### config.mk
export PLATFORM = sky130hd
export DESIGN_NAME = euclidean_distance_unit_flat
export DESIGN_NICKNAME = d
export VERILOG_FILES = /design/src/hw/rtl/edu_pkg.sv /design/src/hw/rtl/edu_if.sv /design/src/hw/rtl/edu_front.sv /design/src/hw/rtl/edu_queue.sv /design/src/hw/rtl/edu_back.sv /design/src/hw/rtl/euclidean_distance_unit.sv /design/src/flat_wrapper.sv
export VERILOG_INCLUDE_DIRS = /design/src /design/src/hw/rtl
export SDC_FILE = /design/constraint.sdc
export NUM_CORES = 1
export LEC_CHECK = 0
export ABC_AREA = 1
export BUFFER_PORTS_ARGS = -buffer_cell sky130_fd_sc_hd__buf_4
export CAP_MARGIN = 20
export CORE_MARGIN = 8
export CORE_UTILIZATION = 48
export DETAILED_ROUTE_END_ITERATION = 16
export GPL_ROUTABILITY_DRIVEN = 0
export PLACE_DENSITY_LB_ADDON = 0.12
export RECOVER_POWER = 50
export SYNTH_ARGS = -nofsm -noshare
export SYNTH_HDL_FRONTEND = slang
export SYNTH_SLANG_ARGS = --single-unit
### constraint.sdc
create_clock -name i_clk -period 7.6 [get_ports i_clk]
set_input_delay 0.38 -clock i_clk [delete_from_list [all_inputs] [get_ports i_clk]]
set_output_delay 0.38 -clock i_clk [all_outputs]
set_load 0.01 [all_outputs]
### src/hw/rtl/euclidean_distance_unit_defines.svh
// Assertion macros shared by the euclidean distance unit RTL.
// Depends on nothing; included by the modules that carry assertions.
`ifndef EUCLIDEAN_DISTANCE_UNIT_DEFINES_SVH
`define EUCLIDEAN_DISTANCE_UNIT_DEFINES_SVH

// Same-cycle implication, disabled while reset is asserted.
`define EDU_ASSERT_IMP(lbl, clk, rst_n, ante, cons, msg) \
    lbl: assert property (@(posedge clk) disable iff (!rst_n) (ante) |-> (cons)) \
        else $error(msg);

// Next-cycle implication, disabled while reset is asserted.
`define EDU_ASSERT_NXT(lbl, clk, rst_n, ante, cons, msg) \
    lbl: assert property (@(posedge clk) disable iff (!rst_n) (ante) |=> (cons)) \
        else $error(msg);

`endif

### src/hw/rtl/edu_pkg.sv
// Package of the euclidean distance unit: widths, constants and shared types.
// Depends on nothing; used by every RTL module and interface of the block.
package edu_pkg;

    localparam int ELEM_W  = 16;
    localparam int DIFF_W  = ELEM_W + 1;
    localparam int SQ_W    = 2 * ELEM_W;
    localparam int ACC_W   = 43;
    localparam int SUM_W   = ((SQ_W > ACC_W) ? SQ_W : ACC_W) + 1;
    localparam int DIST_W  = 22;
    localparam int RAD_W   = 2 * DIST_W;
    localparam int REM_W   = DIST_W + 2;
    localparam int CNT_W   = $clog2(DIST_W);
    localparam int Q_AW    = 1;
    localparam int Q_DEPTH = 1 << Q_AW;

    localparam logic [ACC_W-1:0] ACC_MAX = '1;

    // A finished sum of squares moving between the front, the queue and the back.
    typedef struct packed {
        logic             valid;
        logic [ACC_W-1:0] sum;
    } t_sum_xfer;

    typedef enum logic [1:0] {
        BK_IDLE,
        BK_CALC,
        BK_DONE
    } t_back_state;

endpackage

### src/hw/rtl/edu_if.sv
// Channel interfaces of the euclidean distance unit: element pairs in, results out.
// Depends on edu_pkg.
interface edu_in_if;
    logic                             valid;
    logic                             ready;
    logic signed [edu_pkg::ELEM_W-1:0] elem_a;
    logic signed [edu_pkg::ELEM_W-1:0] elem_b;
    logic                             last;

    modport source (output valid, elem_a, elem_b, last, input ready);
    modport sink (input valid, elem_a, elem_b, last, output ready);
endinterface

interface edu_out_if;
    logic                        valid;
    logic                        ready;
    logic [edu_pkg::DIST_W-1:0]  distance;
    logic [edu_pkg::ACC_W-1:0]   squared_sum;

    modport source (output valid, distance, squared_sum, input ready);
    modport sink (input valid, distance, squared_sum, output ready);
endinterface

### src/hw/rtl/edu_front.sv
// Front end: takes element pairs, squares their difference and accumulates
// with saturation; hands each finished vector sum to the queue.
// Depends on edu_pkg and edu_in_if.
module edu_front (
    input  logic                i_clk,
    input  logic                i_rst_n,
    edu_in_if.sink              i_pair,
    input  logic                i_q_full,
    output edu_pkg::t_sum_xfer  o_push
);

    logic                          w_stall;
    logic                          w_adv;
    logic [edu_pkg::DIFF_W-1:0]    w_diff;
    logic [edu_pkg::DIFF_W-1:0]    w_abs;
    logic [edu_pkg::SUM_W-1:0]     w_sum;
    logic [edu_pkg::ACC_W-1:0]     w_sat;

    logic                          r_v1;
    logic                          r_last1;
    logic [edu_pkg::ELEM_W-1:0]    r_mag;
    logic                          r_v2;
    logic                          r_last2;
    logic [edu_pkg::SQ_W-1:0]      r_sq;
    logic [edu_pkg::ACC_W-1:0]     r_acc;

    // The pipe holds only when a vector end cannot enter a full queue.
    assign w_stall      = r_v2 && r_last2 && i_q_full;
    assign w_adv        = !w_stall;
    assign i_pair.ready = w_adv;

    always_comb begin
        w_diff = {i_pair.elem_a[edu_pkg::ELEM_W-1], i_pair.elem_a}
               - {i_pair.elem_b[edu_pkg::ELEM_W-1], i_pair.elem_b};
        w_abs  = w_diff[edu_pkg::DIFF_W-1] ? (~w_diff + 1'b1) : w_diff;
        w_sum  = edu_pkg::SUM_W'(r_acc) + edu_pkg::SUM_W'(r_sq);
        w_sat  = (|w_sum[edu_pkg::SUM_W-1:edu_pkg::ACC_W]) ? edu_pkg::ACC_MAX
                                                           : w_sum[edu_pkg::ACC_W-1:0];
    end

    assign o_push.valid = r_v2 && r_last2 && w_adv;
    assign o_push.sum   = w_sat;

    always_ff @(posedge i_clk) begin
        if (!i_rst_n) begin
            r_v1  <= 1'b0;
            r_v2  <= 1'b0;
            r_acc <= '0;
        end else if (w_adv) begin
            r_v1 <= i_pair.valid;
            r_v2 <= r_v1;
            if (r_v2) begin
                r_acc <= r_last2 ? '0 : w_sat;
            end
        end
    end

    always_ff @(posedge i_clk) begin
        if (w_adv) begin
            r_last1 <= i_pair.last;
            r_mag   <= w_abs[edu_pkg::ELEM_W-1:0];
            r_last2 <= r_last1;
            r_sq    <= edu_pkg::SQ_W'(r_mag) * edu_pkg::SQ_W'(r_mag);
        end
    end

endmodule

### src/hw/rtl/edu_queue.sv
// Short queue of finished sums between the front end and the square root back end.
// Depends on edu_pkg and euclidean_distance_unit_defines.svh.
`include "euclidean_distance_unit_defines.svh"

module edu_queue (
    input  logic                i_clk,
    input  logic                i_rst_n,
    input  edu_pkg::t_sum_xfer  i_push,
    input  logic                i_pop,
    output edu_pkg::t_sum_xfer  o_head,
    output logic                o_full
);

    logic [edu_pkg::ACC_W-1:0] r_mem [edu_pkg::Q_DEPTH];
    logic [edu_pkg::Q_AW-1:0]  r_wptr;
    logic [edu_pkg::Q_AW-1:0]  r_rptr;
    logic [edu_pkg::Q_AW:0]    r_count;

    assign o_full       = (r_count == (edu_pkg::Q_AW+1)'(edu_pkg::Q_DEPTH));
    assign o_head.valid = (r_count != '0);
    assign o_head.sum   = r_mem[r_rptr];

    always_ff @(posedge i_clk) begin
        if (!i_rst_n) begin
            r_wptr  <= '0;
            r_rptr  <= '0;
            r_count <= '0;
        end else begin
            if (i_push.valid) begin
                r_wptr <= r_wptr + 1'b1;
            end
            if (i_pop) begin
                r_rptr <= r_rptr + 1'b1;
            end
            if (i_push.valid && !i_pop) begin
                r_count <= r_count + 1'b1;
            end else if (!i_push.valid && i_pop) begin
                r_count <= r_count - 1'b1;
            end
        end
    end

    always_ff @(posedge i_clk) begin
        if (i_push.valid) begin
            r_mem[r_wptr] <= i_push.sum;
        end
    end

    `EDU_ASSERT_IMP(a_no_push_full, i_clk, i_rst_n, i_push.valid, !o_full, "push into full queue")
    `EDU_ASSERT_IMP(a_no_pop_empty, i_clk, i_rst_n, i_pop, o_head.valid, "pop from empty queue")
    `EDU_ASSERT_NXT(a_count_up, i_clk, i_rst_n, i_push.valid && !i_pop, r_count == $past(r_count) + 1'b1, "queue count did not grow")

endmodule

### src/hw/rtl/edu_back.sv
// Back end: restoring square root, one result bit per cycle, and the result register.
// Depends on edu_pkg, edu_out_if and euclidean_distance_unit_defines.svh.
`include "euclidean_distance_unit_defines.svh"

module edu_back (
    input  logic                i_clk,
    input  logic                i_rst_n,
    input  edu_pkg::t_sum_xfer  i_head,
    output logic                o_pop,
    edu_out_if.source           o_res
);

    edu_pkg::t_back_state          r_state;
    edu_pkg::t_back_state          n_state;
    logic [edu_pkg::RAD_W-1:0]     r_x;
    logic [edu_pkg::RAD_W-1:0]     n_x;
    logic [edu_pkg::DIST_W-1:0]    r_root;
    logic [edu_pkg::DIST_W-1:0]    n_root;
    logic [edu_pkg::REM_W-1:0]     r_rem;
    logic [edu_pkg::REM_W-1:0]     n_rem;
    logic [edu_pkg::CNT_W-1:0]     r_cnt;
    logic [edu_pkg::CNT_W-1:0]     n_cnt;
    logic [edu_pkg::ACC_W-1:0]     r_sum;
    logic [edu_pkg::ACC_W-1:0]     n_sum;
    logic [edu_pkg::REM_W+1:0]     w_rem_sh;
    logic [edu_pkg::REM_W+1:0]     w_trial;

    always_ff @(posedge i_clk) begin
        if (!i_rst_n) begin
            r_state <= edu_pkg::BK_IDLE;
        end else begin
            r_state <= n_state;
        end
    end

    always_ff @(posedge i_clk) begin
        r_x    <= n_x;
        r_root <= n_root;
        r_rem  <= n_rem;
        r_cnt  <= n_cnt;
        r_sum  <= n_sum;
    end

    // Each step brings down the next two radicand bits and tries root*4+1.
    always_comb begin
        n_state     = r_state;
        n_x         = r_x;
        n_root      = r_root;
        n_rem       = r_rem;
        n_cnt       = r_cnt;
        n_sum       = r_sum;
        o_pop       = 1'b0;
        o_res.valid = 1'b0;
        w_rem_sh    = {r_rem, r_x[edu_pkg::RAD_W-1 -: 2]};
        w_trial     = {2'b00, r_root, 2'b01};
        unique case (r_state)
            edu_pkg::BK_IDLE: begin
                if (i_head.valid) begin
                    o_pop   = 1'b1;
                    n_x     = edu_pkg::RAD_W'(i_head.sum);
                    n_root  = '0;
                    n_rem   = '0;
                    n_cnt   = edu_pkg::CNT_W'(edu_pkg::DIST_W - 1);
                    n_sum   = i_head.sum;
                    n_state = edu_pkg::BK_CALC;
                end
            end
            edu_pkg::BK_CALC: begin
                n_x = {r_x[edu_pkg::RAD_W-3:0], 2'b00};
                if (w_rem_sh >= w_trial) begin
                    n_rem  = edu_pkg::REM_W'(w_rem_sh - w_trial);
                    n_root = {r_root[edu_pkg::DIST_W-2:0], 1'b1};
                end else begin
                    n_rem  = edu_pkg::REM_W'(w_rem_sh);
                    n_root = {r_root[edu_pkg::DIST_W-2:0], 1'b0};
                end
                n_cnt = r_cnt - 1'b1;
                if (r_cnt == '0) begin
                    n_state = edu_pkg::BK_DONE;
                end
            end
            edu_pkg::BK_DONE: begin
                o_res.valid = 1'b1;
                if (o_res.ready) begin
                    n_state = edu_pkg::BK_IDLE;
                end
            end
            default: begin
                n_state = edu_pkg::BK_IDLE;
            end
        endcase
    end

    assign o_res.distance    = r_root;
    assign o_res.squared_sum = r_sum;

    `EDU_ASSERT_IMP(a_rem_bound, i_clk, i_rst_n, r_state == edu_pkg::BK_CALC, r_rem <= {r_root, 1'b0}, "partial remainder exceeds twice the root")
    `EDU_ASSERT_IMP(a_root_floor, i_clk, i_rst_n, o_res.valid, (45'(r_root) * 45'(r_root)) <= 45'(r_sum) && ((45'(r_root) + 45'd1) * (45'(r_root) + 45'd1)) > 45'(r_sum), "distance is not the floor square root")

endmodule

### src/hw/rtl/euclidean_distance_unit.sv
// Top level of the euclidean distance unit: front end, sum queue and square root back end.
// Depends on edu_pkg, edu_if, edu_front, edu_queue and edu_back.
//
//  channel   direction  payload                        transaction
//  i_pair    in         elem_a, elem_b, last           valid && ready
//  o_res     out        distance, squared_sum          valid && ready
//
// Element pairs are taken one per cycle while i_pair.ready is high, each passing the
// magnitude and square registers. The back end loads a sum, finds 22 root bits and
// holds the result; its one bit per cycle and o_res back-pressure can limit vector rate.
// i_pair.ready falls only when a vector end meets a full two-entry queue.
// Reset is synchronous and clears the accumulator, the queue and both control paths.
module euclidean_distance_unit (
    input  logic        i_clk,
    input  logic        i_rst_n,
    edu_in_if.sink      i_pair,
    edu_out_if.source   o_res
);

    edu_pkg::t_sum_xfer w_push;
    edu_pkg::t_sum_xfer w_head;
    logic               w_q_full;
    logic               w_pop;

    edu_front u_front (
        .i_clk    (i_clk),
        .i_rst_n  (i_rst_n),
        .i_pair   (i_pair),
        .i_q_full (w_q_full),
        .o_push   (w_push)
    );

    edu_queue u_queue (
        .i_clk   (i_clk),
        .i_rst_n (i_rst_n),
        .i_push  (w_push),
        .i_pop   (w_pop),
        .o_head  (w_head),
        .o_full  (w_q_full)
    );

    edu_back u_back (
        .i_clk   (i_clk),
        .i_rst_n (i_rst_n),
        .i_head  (w_head),
        .o_pop   (w_pop),
        .o_res   (o_res)
    );

endmodule
### src/flat_wrapper.sv
// flat-port wrapper written by rule: the top's interface ports become plain ports
module euclidean_distance_unit_flat 
  (i_clk, i_rst_n, i_pair_valid, i_pair_elem_a, i_pair_elem_b, i_pair_last, i_pair_ready, o_res_valid, o_res_distance, o_res_squared_sum, o_res_ready);
  edu_in_if i_pair_i ();
  edu_out_if o_res_i ();
  input  logic i_clk;
  input  logic i_rst_n;
  input wire logic [$bits(i_pair_i.valid)-1:0] i_pair_valid;
  input wire logic [$bits(i_pair_i.elem_a)-1:0] i_pair_elem_a;
  input wire logic [$bits(i_pair_i.elem_b)-1:0] i_pair_elem_b;
  input wire logic [$bits(i_pair_i.last)-1:0] i_pair_last;
  output wire logic [$bits(i_pair_i.ready)-1:0] i_pair_ready;
  output wire logic [$bits(o_res_i.valid)-1:0] o_res_valid;
  output wire logic [$bits(o_res_i.distance)-1:0] o_res_distance;
  output wire logic [$bits(o_res_i.squared_sum)-1:0] o_res_squared_sum;
  input wire logic [$bits(o_res_i.ready)-1:0] o_res_ready;
  assign i_pair_i.valid = i_pair_valid;
  assign i_pair_i.elem_a = i_pair_elem_a;
  assign i_pair_i.elem_b = i_pair_elem_b;
  assign i_pair_i.last = i_pair_last;
  assign i_pair_ready = i_pair_i.ready;
  assign o_res_valid = o_res_i.valid;
  assign o_res_distance = o_res_i.distance;
  assign o_res_squared_sum = o_res_i.squared_sum;
  assign o_res_i.ready = o_res_ready;
  euclidean_distance_unit u_core (.i_clk(i_clk), .i_rst_n(i_rst_n), .i_pair(i_pair_i), .o_res(o_res_i));
endmodule
Word-level counts from Yosys, hierarchy flattened
Memory sizes are Yosys's and may differ from the RTL's. A register that Yosys moved wholly into a read port is not among the register bits.
Index checks and enable logic that the tools add are counted.
{"block": "classes", "addsub": 9, "n_mul": 1, "magnitude_cmp": 1, "eq_ne": 6, "n_mux": 26, "n_bitwise": 2, "n_reduce_logical": 17}
{"cell": "44-bit one-hot mux with 2 select lines", "count": 1}
{"cell": "43-bit two-way mux", "count": 2}
{"cell": "24-bit two-way mux", "count": 2}
{"cell": "24-bit one-hot mux with 2 select lines", "count": 1}
{"cell": "43-bit by 32-bit adder with 44-bit output", "count": 1}
{"cell": "44-bit two-way mux", "count": 1}
{"cell": "22-bit one-hot mux with 2 select lines", "count": 1}
{"cell": "16-bit by 16-bit multiplier with 32-bit output", "count": 1}
{"cell": "26-bit by 24-bit >= comparator with 1-bit output", "count": 1}
{"cell": "24-bit subtractor", "count": 1}
{"cell": "22-bit two-way mux", "count": 1}
{"cell": "16-bit by 16-bit subtractor with 17-bit output", "count": 1}
{"cell": "16-bit by 1-bit adder with 16-bit output (second input constant)", "count": 1}
{"cell": "16-bit two-way mux", "count": 1}
{"cell": "16-bit inverter", "count": 1}
{"cell": "2-bit two-way mux", "count": 5}
{"cell": "5-bit one-hot mux with 2 select lines", "count": 1}
{"cell": "1-bit two-way mux", "count": 8}
{"cell": "2-bit inequality test (second input constant)", "count": 3}
{"cell": "2-bit one-hot mux with 3 select lines", "count": 1}
{"cell": "2-bit AND reduction", "count": 3}
{"cell": "2-bit nonzero test", "count": 3}
{"cell": "1-bit logical AND", "count": 5}
{"cell": "5-bit zero test", "count": 1}
{"cell": "other kinds (11)", "count": 15}
{"block": "word_totals", "ff_bits": 239, "ramBits": 86, "inputBits": 37, "out_inout_bits": 67, "word_cells": 79, "n_memories": 1}
{"name": "u_core.u_queue.r_mem", "words": 2, "width": 43, "read_ports": 1, "rd_clocked_by_memory_dff": 1, "wr": 1, "line": "edu_queue.sv:14", "text": "logic [edu_pkg::ACC_W-1:0] r_mem [edu_pkg::Q_DEPTH];"}

Logic depth before layout (Yosys ltp)
Gate-level depths: netlist of the first run.
{"block": "logic_depth", "word_depth": 8, "ltp_mapped": 28, "depth_no_buf": 26}

By module
A second synthesis of the first run with hierarchy kept.
{"block": "hier_totals", "hier_cells": 3133, "area_unflattened_um2": 26170.1}
{"module": "edu_front", "instances": 1, "cells_each": 2147, "area_each_um2": 15339.7, "seq_area_each_um2": 2372.3}
{"module": "edu_back", "instances": 1, "cells_each": 817, "area_each_um2": 7294.5, "seq_area_each_um2": 4184.0}
{"module": "edu_queue", "instances": 1, "cells_each": 169, "area_each_um2": 3535.9, "seq_area_each_um2": 2682.6}

Least setup slack after synthesis of the first run
No wires, ideal clock.
{"block": "synth_timing", "kind": "register to register", "from": "reg u_core.u_front.r_mag[4] (netlist name)", "to": "reg u_core.u_front.r_sq[29] (netlist name) (data pin)", "setup_ns": 0.259, "arrival_time_ns": 5.474, "required_time_ns": 7.341, "setup_slack_ns": 1.867, "stages_incl_launch_ff": 23, "path_buffers": 2, "period_less_slack_ns": 5.733, "cell_sequence": "edfxtp_1 > clkbuf_1 > clkbuf_1 > nand2_1 > fa_1 > inv_1 > fa_1 > fa_1 > fa_1 > fa_1 > inv_1 > fa_1 > inv_1 > ha_1 > a21oi_1 > o21ai_0 > a21oi_1 > nand3_1 > nand2_1 > nand2_1 > nand2_1 > nand2_1 > xor2_1"}
{"block": "synth_between", "elab_chain_cells": 1}
{"element": "from (decl)", "line": "edu_front.sv:21", "text": "logic [edu_pkg::ELEM_W-1:0] r_mag;"}
{"element": "from (signal assigned)", "line": "edu_front.sv:61", "text": "r_mag <= w_abs[edu_pkg::ELEM_W-1:0];"}
{"element": "16-bit by 16-bit multiplier with 32-bit output", "line": "edu_front.sv:63", "text": "r_sq <= edu_pkg::SQ_W'(r_mag) * edu_pkg::SQ_W'(r_mag);"}
{"element": "to (signal assigned)", "line": "edu_front.sv:63"}
{"element": "to (decl)", "line": "edu_front.sv:24", "text": "logic [edu_pkg::SQ_W-1:0] r_sq;"}
No other way between the ends.
A chain may end at the register's enable or synchronous reset.

Worst setup path after layout of the first run
Ends and elaborated chain as after synthesis.

==> flow_summary.ini, run 1 <==
[outcome]
status = finished with violations
violations = max-capacitance violations, max-slew violations

[drt]
routed_wl_um = 59200
ant_nets = 0
wl_per_cell_um = 15.7
drtPass1Iterations = 5
drt_iter0_markers = 1222
vias_per_cell = 5.06
vias = 19100
drc = 0

[synth]
yosys.area.top_type = edfxtp_1
synth.area.top_cells = edfxtp_1, fa_1, nand2_1
yosysTopAreaCellShare = 0.323
yosys_warnings = 0
ys.flop_type = edfxtp_1
synthArstFlopShare = 0
synth_most_common_cell = nand2_1
synth_seq_area_share = 0.363
synth_seq_cells = 325
synthCells = 2979
synthesis.nets = 3354
ys_types = 53
netlist_area_um2 = 25400
synth_edf_count = 273
avgSynthCellArea_um2 = 8.53
yosys-top-cells-count = nand2_1, inv_1, edfxtp_1, nor2_1, ha_1

[min_path]
hold_class = input pin to register

[worst_setup_path]
worstSetupPathType = register to register
cp_max_fo = 17
crit_slowest_cell = edfxtp_1
crit_buf_inv = 3
worstPathArrival_ps = 6360
path_common_cell = fa_1
cp.required_ps = 7870
slowest_delay_ps = 810
path_delay_family = adder cells
start_kind = register
critPathCaptureType = register
critical_path.cell_chain = nand2_1 -> fa_1 -> inv_1 -> fa_1 -> fa_1 -> fa_1 -> fa_1 -> inv_1 -> fa_1 -> inv_1 -> ha_1 -> a21oi_1 -> o21ai_0 -> a21oi_1 -> nand3_1 -> nand2_1 -> nand2_1 -> nand2_1 -> nand2_1 -> xor2_1

[clocking]
clock-sinks = 325
postCtsHoldBufs = 0
clock_latency_ps = 540
clockRootBuffer = clkbuf_16
htree_levels = 2
cts_tree = yes
cts_inserted_buffers = 36
clkTransAtPathRegs_ps = 60
ctsResizeCount = 0
max-clock-path-buffers = 3
cts_setup_buffers = 0

[cells_and_area]
fillers = 4931
layout.cells.non_filler = 3770
num_antenna_cells = 0
fin_nets = 3430
layout-drive-gt1-share = 0.0720
area_delta_synth_final_pct = 8.83

[sta]
fin_setup_tns_ps = 0
rsz0062_at_grt = false
setup_viol_count_final = 0
max_slew_margin = -1.53
min_period_ps = 6090
clock.fmax_ghz = 0.164
hold_viol_final = 0
fin_crit_sh = 0.801
fin_skew_ps = 25.6
setup_ws_ps = 1510
maxSlewViolCount = 319
worstMarginPinSlew_ps = 3800

[job]
maxCapViolCount = 6

[global_routing]
grt.total_usage = 0.196
grt_max_degree = 86
grt_overflow_total = 0
antenna_found_initial = 0
grt_pass1_vias = 19400
grt_pass1_wl_um = 98200

[place]
placedCellCount = 3704
dp_hpwl_um = 46300
pre_cts_slack_ps = 1480
io_buffers = 103

[floorplanning]
rows = 84
die-area_um2 = 60600
io_pins = 104
initial_core_util = 0.485
die_h_um = 246
die_w_um = 246
core_um2 = 52400
-- placed cells by master, fill, tap and decap left out, drive strengths merged, types with 44 or more instances in the layout --
| cell | n |
|---|---|
| nand2 | 843 |
| inv | 576 |
| edfxtp | 273 |
| nor2 | 223 |
| ha | 173 |
| a21oi | 169 |
| fa | 165 |
| nand3 | 120 |
| clkbuf | 118 |
| o21ai | 78 |
| dfxtp | 52 |
| xnor2 | 50 |
| a31oi | 45 |
| xor2 | 44 |
-- state kept, by name, summed over array words and instances (netlist names), named ones only --
| name | count |
|---|---|
| u_core.u_front.r_v2 | 1 |
| u_core.u_queue.r_count | 2 |
| u_core.u_queue.r_rptr | 1 |
| u_core.u_front.r_last2 | 1 |
| u_core.u_front.r_acc | 43 |
| u_core.u_front.r_v1 | 1 |
| u_core.u_queue.r_mem | 86 |
| u_core.u_back.o_res.squared_sum | 43 |
| u_core.u_front.r_sq | 31 |
| u_core.u_front.r_mag | 16 |
| u_core.u_back.r_x | 44 |
| u_core.u_back.r_state | 2 |
| u_core.u_front.r_last1 | 1 |
| u_core.u_back.r_cnt | 5 |
| u_core.u_back.o_res.distance | 22 |
| u_core.u_back.r_rem | 24 |
| u_core.u_queue.r_wptr | 1 |
-- cell type report --
class                      instances  area, um2  area share
inverter                         573       2150      0.0778
timing repair buffer             115        586      0.0212
tap                              688        861      0.0311
sequential                       325       9240       0.334
clock inverter                    22        204     0.00737
clock buffer                      43        968      0.0350
multi-input combinational       2004      13700       0.493
-- metrics by stage --
| stage | util | instance area (um2) | hold slack, ps |
|---|---|---|---|
| after floorplan | - | 25400 | 400 |
| after global placement | 0.511 | 26800 | 404 |
| after detailed placement | 0.511 | 26800 | 418 |
| after CTS | 0.533 | 27900 | 13.7 |
| after global routing | 0.527 | 27700 | 80.9 |
| final | 0.527 | 27700 | 110 |
-- layer usage --
layer,share of wire,GRT usage,vias up
met2,0.46,0.333,380
met5,0,0,-
met3,0.040,0.0220,95
met4,0.025,0.0542,0
met1,0.47,0.264,9014
li1,-,-,9588
-- worst paths after layout --
kind | from | endpoint | slack, ps | cells past startpoint
worst max-delay path | u_core.u_front.r_mag[4] | u_core.u_front.r_sq[29] | 1510 | 20
worst min-delay path | i_pair_last | u_core.u_front.r_last1 | 110 | 1
worst max register to register | u_core.u_front.r_mag[4] | u_core.u_front.r_sq[29] | 1510 | 20
worst min register to register | u_core.u_front.r_last1 | u_core.u_front.r_last2 | 430 | 0
-- cells by family (layout without fill, tap and decap cells) --
family,Yosys count,count (layout),synth area share
and+or+nand+nor,1245,1245,0.213
DFF,325,325,0.363
buffers and inverters,650,753,0.100
AOI/OAI and AO/OA,326,326,0.0754
xor gates and xnor gates,94,94,0.0324
muxes,1,1,0.000443
adders and majority gates,338,338,0.215
Power of run 1 is not shown: default switching activity piles up to over one toggle a cycle in this logic, so the estimate is an artifact.
==> run 2: changes to the inputs <==
==> constraint.sdc (replaced) <==
create_clock -name i_clk -period 6.37 [get_ports i_clk]
set_input_delay 0.3185 -clock i_clk [delete_from_list [all_inputs] [get_ports i_clk]]
set_output_delay 0.3185 -clock i_clk [all_outputs]
set_load 0.01 [all_outputs]
==> run 2 against run 1 <==
Compared with the run above:
- the run still ends with max-capacitance violations, max-slew violations left
- via count rose by 1.4%
- sequential cell count did not move
- sequential share of layout area fell by 0.27 points
- global-route usage fell by 0.15 points
- die area did not move
- wire length fell by 0.75%
- critical path type unchanged
- largest cell class unchanged
==> flow_summary.ini, run 2 (synthesized netlist as in run 1, its figures left out) <==
[outcome]
status = finished with violations
violations = max-capacitance violations, max-slew violations

[worst_setup_path]
reg2reg_slack_ps = 340
cp.required_ps = 6650
worstSetupPathType = register to register
critPathCaptureType = register
cp_max_fo = 16
worstPathArrival_ps = 6320
start_kind = register

[sta]
worstMarginPinSlew_ps = 2890
max_slew_margin = -0.927
min_period_ps = 6030
fin_skew_ps = 17.7
rsz0062_at_grt = false
maxSlewViolCount = 233
clock.fmax_ghz = 0.166
fin_crit_sh = 0.947
setup_ws_ps = 337
fin_setup_tns_ps = 0
setup_viol_count_final = 0
hold_viol_final = 0

[cells_and_area]
reg_top3 = u_core.u_queue.r_mem (86), u_core.u_back.r_x (44)
layout-drive-gt1-share = 0.0772
regMostFlops = u_core.u_queue.r_mem
final_cell_mix = nand2_1, inv_1, edfxtp_1
final_common_cell = nand2_1
num_antenna_cells = 0
largest_reg_flops = 86
area_delta_synth_final_pct = 9.70
fin_nets = 3456
layout.cells.non_filler = 3795

[floorplanning]
die-area_um2 = 60600
io_pins = 104
initial_core_util = 0.485
core_um2 = 52400
die_w_um = 246
die_h_um = 246
rows = 84

[drt]
ant_nets = 0
vias = 19300
vias_per_cell = 5.10
routed_wl_um = 58700
drt_iter0_markers = 1241
wl_per_cell_um = 15.5
drtPass1Iterations = 5
drc = 0

[global_routing]
grt_pass1_wl_um = 97300
grt_pass1_vias = 19500
grt.total_usage = 0.195
grt_overflow_total = 0
antenna_found_initial = 0
grt_max_degree = 86

[clocking]
clkTransAtPathRegs_ps = 60
clock-sinks = 325
cts_inserted_buffers = 37
max-clock-path-buffers = 3
cts_tree = yes
clockRootBuffer = clkbuf_16
clock_latency_ps = 550
htree_levels = 2
ctsResizeCount = 0

[place]
io_buffers = 103
dp_hpwl_um = 46400
pre_cts_slack_ps = 315
placedCellCount = 3708

[job]
maxCapViolCount = 5

[min_path]
hold_class = input pin to register
[run 2: worst paths after layout]
path / startpoint / endpoint / depth (start not counted)
max: u_core.u_front.r_mag[7] / u_core.u_front.r_sq[28] / 18
min: i_rst_n / u_core.u_back.r_state[1] / 2
min reg2reg: u_core.u_front.r_last1 / u_core.u_front.r_last2 / 0
max reg2reg: u_core.u_front.r_mag[7] / u_core.u_front.r_sq[28] / 18
[run 2: critical path, cell delays in order (launching register included)]
cell and delay (ps):
edfxtp_1 770, nand2_1 170, fa_1 620, inv_1 70, fa_1 460, fa_1 520, fa_1 520, fa_1 540
inv_1 50, fa_1 530, inv_1 40, ha_1 360, a21oi_1 230, o21ai_0 140, a31oi_1 180, nand3_1 180
nand3_1 110, o211ai_1 100, xor2_1 160
[run 2: final cells by class]
cell class	instances	area, um2
fill	4917	24600
multi-input combinational	2004	13600
sequential	325	9240
inverter	573	2150
clock buffer	49	1010
tap	688	861
timing repair buffer	140	779
clock inverter	16	190
[run 2: layer usage]
metal | track usage | wire length [um] | part of all wire
met2 | 0.323 | 27000 | 0.46
met1 | 0.265 | 27300 | 0.47
met5 | 0 | 0 | 0
met4 | 0.0638 | 1830 | 0.031
met3 | 0.0208 | 2530 | 0.043
[run 2: metrics by stage]
stage / area, um2 / hold WS, ps / util
5_1_grt: 27900 / 72.5 / 0.532
6_report: 27900 / 76.3 / 0.532
4_1_cts: 28000 / 52.0 / 0.534
3_3_place_gp: 26800 / 403 / 0.511
3_5_place_dp: 26800 / 406 / 0.511
2_1_floorplan: 25400 / 400 / -
[run 2: timing repair]
item | in CTS | in global routing
endpoints found under the setup margin | 0 | 2
hold buffers | 1 | 0
buffers inserted | 0 | 21
endpoints found under the hold margin | 1 | 0
Power of run 2 is left out for the same reason.
==> run 3: changes to the inputs <==
==> constraint.sdc (replaced) <==
create_clock -name i_clk -period 6.37 [get_ports i_clk]
set_input_delay 0.3185 -clock i_clk [delete_from_list [all_inputs] [get_ports i_clk]]
set_output_delay 0.3185 -clock i_clk [all_outputs]
set_load 0.005 [all_outputs]
==> run 3 against run 2 <==
Compared with the run above:
- the run still ends with max-capacitance violations, max-slew violations left
- global-route usage unchanged
- sequential cell count unchanged
- sequential share of layout area decreased by 0.22 points
- utilization increased by 0.36 points
- via count decreased by 0.13%
- setup slack got worse by 0.58 ps
- clock-buffer cell count unchanged
- first-iteration DRC count about the same
- clock skew increased by 0.58 ps
- die area unchanged
- critical path type unchanged
- largest cell class unchanged
==> flow_summary.ini, run 3 (synthesized netlist as in run 1, its figures left out) <==
[clocking]
clock_latency_ps = 550
ctsResizeCount = 0
clkTransAtPathRegs_ps = 60
clockRootBuffer = clkbuf_16
htree_levels = 2
cts_tree = yes
cts_inserted_buffers = 37
max-clock-path-buffers = 3
clock-sinks = 325

[floorplanning]
core_um2 = 52400
io_pins = 104
rows = 84
initial_core_util = 0.485
die_w_um = 246
die_h_um = 246
die-area_um2 = 60600

[cells_and_area]
reg_top3 = u_core.u_queue.r_mem (86), u_core.u_back.r_x (44)
num_antenna_cells = 0
fin_nets = 3456
final_cell_mix = nand2_1, inv_1, edfxtp_1
area_delta_synth_final_pct = 10.4
regMostFlops = u_core.u_queue.r_mem
fillers = 4867
final_common_cell = nand2_1
layout-drive-gt1-share = 0.0933
largest_reg_flops = 86

[sta]
fin_crit_sh = 0.947
hold_viol_final = 0
worstMarginPinSlew_ps = 2860
fin_setup_tns_ps = 0
min_period_ps = 6030
max_slew_margin = -0.907
fin_skew_ps = 18.3
setup_ws_ps = 336
rsz0062_at_grt = false
clock.fmax_ghz = 0.166
setup_viol_count_final = 0
maxSlewViolCount = 233

[worst_setup_path]
critPathCaptureType = register
cp.required_ps = 6650
r2r-start = u_core.u_front.r_mag[7]
crit_start = u_core.u_front.r_mag[7]
worstPathArrival_ps = 6320
start_kind = register
cp_max_fo = 16
worstSetupPathType = register to register

[job]
maxCapViolCount = 5

[drt]
vias_per_cell = 5.09
drt_iter0_markers = 1240
ant_nets = 0
drtPass1Iterations = 5
wl_per_cell_um = 15.5
drc = 0
routed_wl_um = 58700
vias = 19300

[global_routing]
grt_pass1_wl_um = 97300
grt_overflow_total = 0
grt_max_degree = 86
grt.total_usage = 0.195
grt_pass1_vias = 19500
antenna_found_initial = 0

[place]
dp_hpwl_um = 46400
pre_cts_slack_ps = 315
io_buffers = 103

[min_path]
hold_class = input pin to register
worstHoldStart = i_rst_n

[outcome]
violations = max-capacitance violations, max-slew violations
status = finished with violations
-- run 3: cell counts in the layout (fill, tap and decap cells not counted) --
Identical to the previous run, type by type.
-- run 3: path summary, 6_finish.rpt --
check                               to  slack [ps]  cells after the start
max            u_core.u_front.r_sq[28]         340                     18
min          u_core.u_queue.r_count[1]          80                      3
min reg2reg     u_core.u_front.r_last2         410                      0
max reg2reg    u_core.u_front.r_sq[28]         340                     18
-- run 3: worst max-delay path, cell delays in order (launching register included) --
cell and delay, ps:
edfxtp_1 770, nand2_1 170, fa_1 620, inv_1 70, fa_1 460, fa_1 520
fa_1 520, fa_1 540, inv_1 50, fa_1 530, inv_1 40, ha_1 360
a21oi_1 230, o21ai_0 140, a31oi_1 180, nand3_1 180, nand3_1 110, o211ai_1 100
xor2_1 150
-- run 3: through the flow --
| step | util | std cells | area (um2) | hold WS (ps) |
|---|---|---|---|---|
| final | 0.535 | 3795 | 28100 | 78.5 |
| after global routing | 0.535 | 3795 | 28100 | 72.5 |
| after CTS | 0.534 | 3774 | 28000 | 52.0 |
| after detailed placement | 0.511 | 3708 | 26800 | 406 |
| after global placement | 0.511 | 3708 | 26800 | 403 |
| after floorplan | - | 2979 | 25400 | 400 |
-- run 3: cell type report --
type                    count  area (um2)  area share
multi-input cells        2004       13600       0.486
clock inverters            16         190     0.00678
clock buffers              49        1010      0.0361
flip-flops and latches    325        9240       0.329
inverters                 573        2150      0.0767
well taps                 688         861      0.0307
repair buffers            140         967      0.0345
-- run 3: per-layer routing --
| layer | track usage | part of all wire | vias to the layer above |
|---|---|---|---|
| li1 | - | - | 9625 |
| met1 | 0.265 | 0.47 | 9110 |
| met2 | 0.323 | 0.46 | 466 |
| met3 | 0.0208 | 0.042 | 121 |
| met4 | 0.0638 | 0.031 | 0 |
| met5 | 0 | 0 | - |
-- run 3: what timing repair did --
item,CTS,global route
buffers inserted,0,21
setup endpoints to repair,0,2
endpoints found under the hold margin,1,0
hold buffers,1,0
Power of run 3 is left out for the same reason.
